## config.mk

```make
export PLATFORM = sky130hd
export DESIGN_NAME = positional_array_list_flat
export DESIGN_NICKNAME = d
export VERILOG_FILES = /design/src/hw/rtl/pal_pkg.sv /design/src/hw/rtl/pal_if.sv /design/src/hw/rtl/pal_ram.sv /design/src/hw/rtl/positional_array_list.sv /design/src/flat_wrapper.sv
export SDC_FILE = /design/constraint.sdc
export NUM_CORES = 2
export LEC_CHECK = 0
export BUFFER_PORTS_ARGS = -buffer_cell sky130_fd_sc_hd__buf_4
export CORE_UTILIZATION = 67
export CTS_CLUSTER_SIZE = 28
export DETAILED_ROUTE_END_ITERATION = 16
export GPL_ROUTABILITY_DRIVEN = 1
export GPL_TIMING_DRIVEN = 0
export PLACE_DENSITY = 0.95
export REMOVE_ABC_BUFFERS = 1
export SYNTH_ARGS = -nofsm -noshare
export SYNTH_HDL_FRONTEND = slang
export SYNTH_HIERARCHICAL = 1
export SYNTH_SLANG_ARGS = --single-unit
```

## constraint.sdc

```tcl
create_clock -name clk -period 10.9 [get_ports clk]
set_input_delay 2.18 -clock clk [delete_from_list [all_inputs] [get_ports clk]]
set_output_delay 2.18 -clock clk [all_outputs]
set_load 0.01 [all_outputs]
```

## src/hw/rtl/pal_pkg.sv

```systemverilog
// ---------------------------------------------------------------------------
// pal_pkg: shared types and constants of the positional array list
// Field widths, command codes and the sequencer state type.
// ---------------------------------------------------------------------------
package pal_pkg;

  // Fixed payload widths
  localparam int WORD_W = 32;
  localparam int POS_W  = 7;
  localparam int OP_W   = 3;

  // Command codes
  localparam logic [OP_W-1:0] OP_CLEAR  = 3'd0;
  localparam logic [OP_W-1:0] OP_INSERT = 3'd1;
  localparam logic [OP_W-1:0] OP_DELETE = 3'd2;
  localparam logic [OP_W-1:0] OP_GET    = 3'd3;
  localparam logic [OP_W-1:0] OP_LOCATE = 3'd4;

  // Sequencer states, one-hot
  typedef enum logic [4:0] {
    S_IDLE  = 5'b00001,
    S_WALK  = 5'b00010,
    S_DRAIN = 5'b00100,
    S_FINAL = 5'b01000,
    S_RESP  = 5'b10000
  } state_t;

endpackage

```

## src/hw/rtl/pal_if.sv

```systemverilog
// ---------------------------------------------------------------------------
// pal_if: command and result channels
// Valid/ready channels; a transfer happens when both are high at a clock edge.
// ---------------------------------------------------------------------------
interface pal_in_if;
  logic                              valid;
  logic                              ready;
  logic [pal_pkg::OP_W-1:0]          opcode;
  logic [pal_pkg::POS_W-1:0]         position;
  logic signed [pal_pkg::WORD_W-1:0] value;

  modport source (output valid, opcode, position, value, input ready);
  modport sink   (input valid, opcode, position, value, output ready);
endinterface

interface pal_out_if;
  logic                              valid;
  logic                              ready;
  logic                              ok;
  logic signed [pal_pkg::WORD_W-1:0] read_value;
  logic [pal_pkg::POS_W-1:0]         found_position;
  logic [pal_pkg::POS_W-1:0]         list_length;
  logic                              is_empty;

  modport source (output valid, ok, read_value, found_position, list_length, is_empty,
                  input ready);
  modport sink   (input valid, ok, read_value, found_position, list_length, is_empty,
                  output ready);
endinterface

```

## src/hw/rtl/pal_ram.sv

```systemverilog
// ---------------------------------------------------------------------------
// pal_ram: generic simple dual-port RAM
// One write port, one read port with registered read data.
// ---------------------------------------------------------------------------
module pal_ram #(
  parameter int WIDTH = 32,
  parameter int DEPTH = 64
) (
  input  logic                     clk,
  input  logic                     we,
  input  logic [$clog2(DEPTH)-1:0] waddr,
  input  logic [WIDTH-1:0]         wdata,
  input  logic [$clog2(DEPTH)-1:0] raddr,
  output logic [WIDTH-1:0]         rdata
);

  logic [WIDTH-1:0] mem [DEPTH];

  // Write port
  always_ff @(posedge clk) begin
    if (we) begin
      mem[waddr] <= wdata;
    end
  end

  // Registered read port
  always_ff @(posedge clk) begin
    rdata <= mem[raddr];
  end

endmodule

```

## src/hw/rtl/positional_array_list.sv

```systemverilog
// ---------------------------------------------------------------------------
// positional_array_list: ordered list of signed words with 1-based positions
// in_ch carries opcode (clear, insert, delete, get, locate), a position and
// a value; each command gives one result on out_ch: ok, the read or removed
// value, the position found by locate, the length after it and an empty flag.
// Commands run one at a time (in_ch.ready only while idle); insert, delete
// and locate move or compare one entry per cycle. Clear and refused commands
// go straight to the result; an insert at the end (p = length+1) writes its
// value in S_FINAL. Other inserts walk from the last entry down to p, moving
// each one up, then drain and write the value in S_FINAL; delete walks from
// p to the last entry, moving each one down, and drains; get reads its one
// entry; locate walks from the front and stops at the first match. S_DRAIN
// handles the last word read back in a walk. Reset empties the list; RAM
// contents are not cleared and only written positions are read. A stalled
// result is held on out_ch and no new command is taken meanwhile.
// ---------------------------------------------------------------------------
module positional_array_list #(
  parameter int MAX_ENTRIES = 64
) (
  input  logic         clk,
  input  logic         rst_n,
  pal_in_if.sink       in_ch,
  pal_out_if.source    out_ch
);

  localparam int AW = $clog2(MAX_ENTRIES);
  localparam int CW = $clog2(MAX_ENTRIES + 1);
  localparam int PW = ((CW > pal_pkg::POS_W) ? CW : pal_pkg::POS_W) + 1;

  pal_pkg::state_t                 state_r, state_nxt;
  logic [pal_pkg::OP_W-1:0]        op_r;
  logic [CW-1:0]                   count_r;
  logic [AW-1:0]                   ptr_r;
  logic [AW-1:0]                   end_r;
  logic [AW-1:0]                   tgt_r;
  logic                            pend_r;
  logic [AW-1:0]                   pend_addr_r;
  logic [pal_pkg::WORD_W-1:0]      val_r;
  logic                            ok_r;
  logic [pal_pkg::WORD_W-1:0]      rd_r;
  logic [pal_pkg::POS_W-1:0]       found_r;

  logic                            in_xfer;
  logic [PW-1:0]                   pos_ext, cnt_ext, hit_ext;
  logic                            ins_ok, rd_ok, ins_at_end;
  logic [AW-1:0]                   pos_idx, cnt_idx;
  logic                            ram_we;
  logic [AW-1:0]                   ram_waddr;
  logic [pal_pkg::WORD_W-1:0]      ram_wdata, ram_rdata;
  logic                            cap_en, hit;

  assign in_xfer = in_ch.valid && in_ch.ready;

  // Command decode against the current length
  always_comb begin
    pos_ext    = PW'(in_ch.position);
    cnt_ext    = PW'(count_r);
    hit_ext    = PW'(pend_addr_r) + PW'(1);
    ins_ok     = (cnt_ext != PW'(MAX_ENTRIES)) && (pos_ext != '0) &&
                 (pos_ext <= cnt_ext + PW'(1));
    ins_at_end = (pos_ext == cnt_ext + PW'(1));
    rd_ok      = (pos_ext != '0) && (pos_ext <= cnt_ext);
    pos_idx    = AW'(pos_ext - PW'(1));
    cnt_idx    = AW'(cnt_ext - PW'(1));
  end

  // Entry storage
  pal_ram #(
    .WIDTH (pal_pkg::WORD_W),
    .DEPTH (MAX_ENTRIES)
  ) u_ram (
    .clk   (clk),
    .we    (ram_we),
    .waddr (ram_waddr),
    .wdata (ram_wdata),
    .raddr (ptr_r),
    .rdata (ram_rdata)
  );

  // Handling of the word read back last cycle, and the final write of the new value
  always_comb begin
    ram_we    = 1'b0;
    ram_waddr = pend_addr_r;
    ram_wdata = ram_rdata;
    cap_en    = 1'b0;
    hit       = 1'b0;
    if ((state_r == pal_pkg::S_WALK || state_r == pal_pkg::S_DRAIN) && pend_r) begin
      case (op_r)
        pal_pkg::OP_INSERT: begin
          ram_we    = 1'b1;
          ram_waddr = pend_addr_r + AW'(1);
        end
        pal_pkg::OP_DELETE: begin
          if (pend_addr_r == tgt_r) begin
            cap_en = 1'b1;
          end else begin
            ram_we    = 1'b1;
            ram_waddr = pend_addr_r - AW'(1);
          end
        end
        pal_pkg::OP_GET:    cap_en = 1'b1;
        pal_pkg::OP_LOCATE: hit = (ram_rdata == val_r);
        default: ;
      endcase
    end else if (state_r == pal_pkg::S_FINAL) begin
      ram_we    = 1'b1;
      ram_waddr = tgt_r;
      ram_wdata = val_r;
    end
  end

  // Sequencer
  always_comb begin
    state_nxt = state_r;
    unique case (state_r)
      pal_pkg::S_IDLE: begin
        if (in_xfer) begin
          unique case (in_ch.opcode) inside
            pal_pkg::OP_INSERT:
              state_nxt = !ins_ok ? pal_pkg::S_RESP :
                          (ins_at_end ? pal_pkg::S_FINAL : pal_pkg::S_WALK);
            pal_pkg::OP_DELETE, pal_pkg::OP_GET:
              state_nxt = rd_ok ? pal_pkg::S_WALK : pal_pkg::S_RESP;
            pal_pkg::OP_LOCATE:
              state_nxt = (count_r != '0) ? pal_pkg::S_WALK : pal_pkg::S_RESP;
            default: state_nxt = pal_pkg::S_RESP;
          endcase
        end
      end
      pal_pkg::S_WALK: begin
        if (hit) begin
          state_nxt = pal_pkg::S_RESP;
        end else if (ptr_r == end_r) begin
          state_nxt = pal_pkg::S_DRAIN;
        end
      end
      pal_pkg::S_DRAIN: begin
        state_nxt = (!hit && op_r == pal_pkg::OP_INSERT) ? pal_pkg::S_FINAL
                                                         : pal_pkg::S_RESP;
      end
      pal_pkg::S_FINAL: state_nxt = pal_pkg::S_RESP;
      pal_pkg::S_RESP: begin
        if (out_ch.ready) begin
          state_nxt = pal_pkg::S_IDLE;
        end
      end
      default: state_nxt = pal_pkg::S_IDLE;
    endcase
  end

  // Control registers
  always_ff @(posedge clk) begin
    if (!rst_n) begin
      state_r <= pal_pkg::S_IDLE;
      count_r <= '0;
      pend_r  <= 1'b0;
    end else begin
      state_r <= state_nxt;
      if (state_r == pal_pkg::S_IDLE && in_xfer) begin
        pend_r <= 1'b0;
        unique case (in_ch.opcode)
          pal_pkg::OP_CLEAR:  count_r <= '0;
          pal_pkg::OP_INSERT: if (ins_ok) count_r <= count_r + CW'(1);
          pal_pkg::OP_DELETE: if (rd_ok) count_r <= count_r - CW'(1);
          default: ;
        endcase
      end else if (state_r == pal_pkg::S_WALK) begin
        pend_r <= 1'b1;
      end else if (state_r == pal_pkg::S_DRAIN) begin
        pend_r <= 1'b0;
      end
    end
  end

  // Walk pointer and result payload
  always_ff @(posedge clk) begin
    if (state_r == pal_pkg::S_IDLE && in_xfer) begin
      op_r    <= in_ch.opcode;
      val_r   <= in_ch.value;
      tgt_r   <= pos_idx;
      rd_r    <= '0;
      found_r <= '0;
      ok_r    <= 1'b0;
      ptr_r   <= pos_idx;
      end_r   <= pos_idx;
      unique case (in_ch.opcode)
        pal_pkg::OP_CLEAR: ok_r <= 1'b1;
        pal_pkg::OP_INSERT: begin
          ok_r  <= ins_ok;
          ptr_r <= cnt_idx;
        end
        pal_pkg::OP_DELETE: begin
          ok_r  <= rd_ok;
          end_r <= cnt_idx;
        end
        pal_pkg::OP_GET: ok_r <= rd_ok;
        pal_pkg::OP_LOCATE: begin
          ptr_r <= '0;
          end_r <= cnt_idx;
        end
        default: ;
      endcase
    end else begin
      if (state_r == pal_pkg::S_WALK) begin
        pend_addr_r <= ptr_r;
        ptr_r       <= (op_r == pal_pkg::OP_INSERT) ? ptr_r - AW'(1) : ptr_r + AW'(1);
      end
      if (cap_en) begin
        rd_r <= ram_rdata;
      end
      if (hit) begin
        ok_r    <= 1'b1;
        found_r <= hit_ext[pal_pkg::POS_W-1:0];
      end
    end
  end

  // Channel outputs
  assign in_ch.ready           = (state_r == pal_pkg::S_IDLE);
  assign out_ch.valid          = (state_r == pal_pkg::S_RESP);
  assign out_ch.ok             = ok_r;
  assign out_ch.read_value     = rd_r;
  assign out_ch.found_position = found_r;
  assign out_ch.list_length    = cnt_ext[pal_pkg::POS_W-1:0];
  assign out_ch.is_empty       = (count_r == '0);

endmodule

```

## src/flat_wrapper.sv

```systemverilog
// flat-port wrapper written by rule: the top's interface ports become plain ports
module positional_array_list_flat 
#(
  parameter int MAX_ENTRIES = 64
)
  (clk, rst_n, in_ch_valid, in_ch_opcode, in_ch_position, in_ch_value, in_ch_ready, out_ch_valid, out_ch_ok, out_ch_read_value, out_ch_found_position, out_ch_list_length, out_ch_is_empty, out_ch_ready);
  pal_in_if in_ch_i ();
  pal_out_if out_ch_i ();
  input  logic clk;
  input  logic rst_n;
  input wire logic [$bits(in_ch_i.valid)-1:0] in_ch_valid;
  input wire logic [$bits(in_ch_i.opcode)-1:0] in_ch_opcode;
  input wire logic [$bits(in_ch_i.position)-1:0] in_ch_position;
  input wire logic [$bits(in_ch_i.value)-1:0] in_ch_value;
  output wire logic [$bits(in_ch_i.ready)-1:0] in_ch_ready;
  output wire logic [$bits(out_ch_i.valid)-1:0] out_ch_valid;
  output wire logic [$bits(out_ch_i.ok)-1:0] out_ch_ok;
  output wire logic [$bits(out_ch_i.read_value)-1:0] out_ch_read_value;
  output wire logic [$bits(out_ch_i.found_position)-1:0] out_ch_found_position;
  output wire logic [$bits(out_ch_i.list_length)-1:0] out_ch_list_length;
  output wire logic [$bits(out_ch_i.is_empty)-1:0] out_ch_is_empty;
  input wire logic [$bits(out_ch_i.ready)-1:0] out_ch_ready;
  assign in_ch_i.valid = in_ch_valid;
  assign in_ch_i.opcode = in_ch_opcode;
  assign in_ch_i.position = in_ch_position;
  assign in_ch_i.value = in_ch_value;
  assign in_ch_ready = in_ch_i.ready;
  assign out_ch_valid = out_ch_i.valid;
  assign out_ch_ok = out_ch_i.ok;
  assign out_ch_read_value = out_ch_i.read_value;
  assign out_ch_found_position = out_ch_i.found_position;
  assign out_ch_list_length = out_ch_i.list_length;
  assign out_ch_is_empty = out_ch_i.is_empty;
  assign out_ch_i.ready = out_ch_ready;
  positional_array_list #(.MAX_ENTRIES(MAX_ENTRIES)) u_core (.clk(clk), .rst_n(rst_n), .in_ch(in_ch_i), .out_ch(out_ch_i));
endmodule
```

==> results of run 1 <==
synth_stat cells, types with 5 or more instances:
master    count
nor2_1      206
mux2i_1     137
a21oi_1      78
mux4_2      544
o22ai_1      90
or3_1         7
mux2_2       34
edfxtp_1   2108
a21boi_0      9
o221ai_1     28
o21bai_1      6
dfxtp_1      84
o21a_1        5
nand3_1      19
buf_1        28
or4_1         6
nand2_1      62
nor4_1       13
a31oi_1       6
nor2b_1      19
xnor2_1      36
a21o_1        5
a311oi_1      8
xor2_1       35
nand3b_1      9
clkbuf_1     87
buf_6         7
buf_2        63
buf_4        26
a211oi_1      5
o21ai_0      18
and3_1        8
ha_1         30
a22oi_1      13
nand4_1       8
a41o_1        5
nor3_1       15
inv_1        29
nand2b_1     11
metrics by stage:
step | setup slack (ns) | hold WS, ns | setup TNS (ns) | std cells | cell area [um2]
3_3_place_gp | -23.39 | 0.477 | -800.93 | 5501 | 86900
4_1_cts | 4.55 | 0.533 | 0 | 6051 | 98100
3_5_place_dp | 5.06 | 0.490 | 0 | 5684 | 91800
2_1_floorplan | -12.07 | 0.457 | -428.82 | 3756 | 84100
cells by family after synthesis:
kind of cell / Yosys count / share of synthesized area (%)
adders and majority gates: 32 / 0.488
xor gates and xnor gates: 72 / 0.750
muxes: 715 / 16.5
and+or+nand+nor: 413 / 2.30
DFF: 2192 / 76.3
buffers and inverters: 240 / 1.33
AOI/OAI and AO/OA: 303 / 2.36
metal layers:
layer	GRT overflow	global-route usage [%]
met5	0	30.3
met1	6	64.6
met3	3	49.4
met4	36	52.3
met2	42	77.2
==> out/qor.csv, run 1 <==
stage,metric,value,unit
floorplan,row cnt,130,
yosys,post-synth top area share,74.4,%
floorplan,Die Y,358,um
clock_network,Root Driver,clkbuf_16,
yosys,Synthesis Warnings,6,
yosys,Syn Std Cell Area,85100,um2
placed_design,Routability Congestion,0.891,
floorplan,Die W,358,um
yosys,Cell variety after synth,77,
yosys,cell taking the most area after synthesis,edfxtp_1,
yosys,dominant cells by area after synthesis,"edfxtp_1 74%, mux4_2 14%, dfxtp_1 2.0%",
outcome,Fail Step,global routing,
clock_network,Num CTS Buffers,196,
yosys,register area share after synthesis,76.3,%
clock_network,Post-CTS Setup Inserts,0,
clock_network,Clock Sinks,2192,
yosys,post-synthesis async set-or-reset flop share,0,%
yosys,cells after synthesis,3967,
floorplan,io pins,96,
yosys,Synth Register Bits,2192,
yosys,number of synthesized flops with an enable pin,2108,
yosys,Main synth FF type,edfxtp_1,
outcome,tool error message,[ERROR GRT-0232] Routing congestion too high. Check the congestion heatmap in the GUI.,
outcome,status,did not finish,
placed_design,Port Buffers,95,
grt,grt ovf,87,
placed_design,post-DP HPWL,165,mm
grt,largest net degree at the start of global routing,70,
grt,antenna violations before repair,72,
clock_network,clock buffer depth,3,
grt,total track usage,62.2,%
clock_network,H-tree depth,4,
clock_network,Post-CTS Resized,0,
yosys,Avg Inst Size Synth,21.5,um2
clock_network,# hold bufs at CTS,0,
floorplan,Initial Util,67.6,%
==> inputs of run 2 (changes only) <==
Settings changed: CORE_UTILIZATION 67 to 40, CTS_CLUSTER_SIZE 28 to unset, PLACE_DENSITY 0.95 to unset, PLACE_DENSITY_LB_ADDON set to 0.15.
==> run 2 against run 1 <==
  * Synthesized area did not move
  * Synthesized cell count did not move
  * The flow now finishes without violations
==> out/qor.csv, run 2 <==
stage,metric,value,unit
clock_network,Num CTS Buffers,226,
floorplan,Die Y,463,um
timing,Final Skew,0.0421,ns
worst_hold_path,HP Start,u_core/out_ch.found_position[6],
worst_setup_path,"slowest stage delay, CP",1.06,ns
clock_network,H-tree depth,4,
clock_network,Post-CTS Setup Inserts,0,
routing,First-pass DRT Iterations,5,
grt,largest net degree at the start of global routing,65,
clock_network,Clock Sinks,2192,
timing,Worst Tran Pin Value,1.50,ns
placed_design,Area after DPL,93700,um2
worst_setup_path,worst-path cell chain,nor3_1 > nand3b_1 > mux2_2 > nor2_1 > a31oi_1 > nand3b_1 > nor2_4 > buf_12,
grt,first-pass GRT wire length,331,mm
worst_setup_path,R2R cell count,8,
worst_setup_path,Crit. End Element,flip-flop,
yosys,Avg Inst Size Synth,21.5,um2
worst_setup_path,most frequent CP cell,nand3b_1,
worst_setup_path,Crit path required time,11.44,ns
grt,grt ovf,0,
worst_setup_path,Top Family by Delay on Critical Path,simple AND/OR/NAND/NOR gates,
yosys,cell taking the most area after synthesis,edfxtp_1,
layout,Final nets,4367,
floorplan,io pins,96,
worst_setup_path,RR Endpoint,u_core/u_ram/mem[40][11],
power,Lkg Pwr,32.0,nW
grt,vias in the first global route,42000,
worst_setup_path,"Buf+Inv Stages, Crit Path",1,
worst_setup_path,Critical Setup Path Class,reg -> reg,
worst_hold_path,Hold Path End,u_core/out_ch.found_position[6],
worst_setup_path,reg2reg setup slack,5.42,ns
worst_setup_path,startpoint class of the critical path,flip-flop,
yosys,synth cell count leaders,"2108 x edfxtp_1, 544 x mux4_2, 206 x nor2_1, 137 x mux2i_1, 90 x o22ai_1",
yosys,Syn Std Cell Area,85100,um2
yosys,cells after synthesis,3967,
timing,Period minus WS final,5.48,ns
placed_design,post-DP HPWL,151,mm
worst_setup_path,CP max stage cell,nor2_4,
layout,max reg flops,2048,
clock_network,"Reg clk slew, reported paths",0.06,ns
yosys,Synthesis Warnings,6,
floorplan,Die ar.,215000,um2
floorplan,row cnt,168,
clock_network,# hold bufs at CTS,0,
clock_network,Post-CTS Resized,0,
layout,final instance area,101000,um2
routing,DRT Wirelength,236,mm
timing,RSZ-0062 raised after global routing,false,
grt,total track usage,22.0,%
timing,Final Hold Viols,0,
yosys,top-count cell post-synth,edfxtp_1,
flow_run,max cap viols,0,
timing,fmax,183,MHz
power,Cell Pwr Density,236,nW/um2
power,Total Power,23.8,mW
worst_setup_path,reg-to-reg startpoint,u_core/state_r[1],
layout,"commonest cells after routing, fill and taps aside","2108 x edfxtp_1, 544 x mux4_2, 226 x clkbuf_16",
yosys,Synth Register Bits,2192,
clock_network,CTS tree,built,
layout,layout cells sized above 1,28.2,%
clock_network,Root Driver,clkbuf_16,
layout,Layout area overhead,18.5,%
routing,Final ANT Viol Nets,0,
yosys,number of synthesized flops with an enable pin,2108,
power,Max VDD drop,0.000178,V
yosys,post-synthesis async set-or-reset flop share,0,%
grt,antenna violations before repair,16,
routing,routed via count,42200,
clock_network,clock buffer depth,3,
yosys,Main synth FF type,edfxtp_1,
worst_hold_path,hold path cells,2,
worst_setup_path,CP Data Arrival Time,6.02,ns
timing,Max Slew Vio Count,0,
floorplan,Die W,463,um
clock_network,clock latency on the worst-skew pair,0.88,ns
timing,fin crit share,50.2,%
floorplan,core area,211000,um2
outcome,status,"complete, no violations",
worst_hold_path,Hold Path Class,reg -> reg,
layout,"commonest non-fill, non-tap cell in the layout",edfxtp_1,
yosys,Cell variety after synth,77,
timing,Slew HR,0.197,%
routing,Routed wire per std cell,32.4,um
routing,DR DRC count,0,
routing,vias per cell,5.79,
yosys,post-synth top area share,74.4,%
layout,Top reg by flops,u_core/u_ram/mem,
routing,initial DRC count,4487,
yosys,dominant cells by area after synthesis,"edfxtp_1 74%, mux4_2 14%, dfxtp_1 2.0%",
timing,final setup violation count,0,
placed_design,Port Buffers,95,
yosys,register area share after synthesis,76.3,%
placed_design,Routability Congestion,0.828,
floorplan,Initial Util,40.4,%
worst_setup_path,Max Fanout on Critical Path,17,
==> run 2: cells by family after synthesis <==
family                   count (synthesis)  synth area share, %
AO/OA/AOI/OAI                          303                 2.36
buffers and inverters                  240                 1.33
AND/OR/NAND/NOR                        413                 2.30
multiplexers                           715                 16.5
XOR/XNOR                                72                0.750
adder cells (fa/ha/maj)                 32                0.488
flip-flops                            2192                 76.3
==> run 2: metal layers <==
metal	track usage (%)	vias up	share of wire [%]	wire length, um
met1	31.3	23100	43	101000
met4	8.15	0	4.0	9350
met3	3.53	311	6.5	15300
met5	0	-	0	0
li1	-	17300	-	-
met2	34.1	1475	47	111000
==> run 2: cell type report <==
cell class                      count  area (um2)
Clock inverter                    111        1030
Tap cell                         2805        3510
Clock buffer                      304        6050
Inverter                           29         111
Fill cell                       17100      110000
Antenna cell                        8        20.0
Multi-Input combinational cell   1535       19600
Sequential cell                  2192       65000
Timing Repair Buffer              305        5560
==> run 2: power breakdown <==
group / total, mW / internal [mW] / switching [mW] / leakage (nW)
combinational: 5.61 / 1.98 / 3.63 / 8.93
sequential: 10.8 / 10.6 / 0.215 / 19.6
clock: 7.41 / 4.16 / 3.25 / 3.44
total: 23.8 / 16.7 / 7.09 / 32.0
==> run 2: metrics by stage <==
stage | setup TNS [ns] | util (%) | instances | hold slack, ns | setup slack (ns)
4_1_cts | 0 | 47.8 | 7279 | 0.490 | 5.56
6_report | 0 | 47.9 | 7289 | 0.485 | 5.42
2_1_floorplan | -428.82 | - | 3756 | 0.457 | -12.07
3_3_place_gp | -943.79 | 41.9 | 6656 | 0.483 | -27.97
3_5_place_dp | 0 | 44.5 | 6864 | 0.482 | 5.61
5_1_grt | 0 | 47.9 | 7283 | 0.498 | 5.33
==> run 2: worst max path at each step <==
| stage | from | to | slack, ns | cells after the start |
|---|---|---|---|---|
| 2_1_floorplan | u_core/ptr_r[0] | u_core/u_ram/rdata[29] | -12.07 | 5 |
| 3_3_place_gp | u_core/ptr_r[0] | u_core/u_ram/rdata[29] | -27.97 | 5 |
| 3_5_place_dp | u_core/state_r[1] | u_core/u_ram/mem[47][5] | 5.61 | 8 |
| 4_1_cts | u_core/state_r[1] | u_core/u_ram/mem[47][5] | 5.56 | 8 |
| 5_1_grt | u_core/state_r[1] | u_core/u_ram/mem[40][11] | 5.33 | 8 |
| 6_report | u_core/state_r[1] | u_core/u_ram/mem[40][11] | 5.42 | 8 |
==> run 2: worst register-to-register path, cell delays in order (launching register included) <==
cell	delay, ns
dfxtp_1	0.41
nor3_1	0.36
nand3b_1	0.60
mux2_2	0.41
nor2_1	0.04
a31oi_1	1.02
nand3b_1	0.94
nor2_4	1.06
buf_12	0.29
Note: power is estimated with default switching activity, not from simulation.
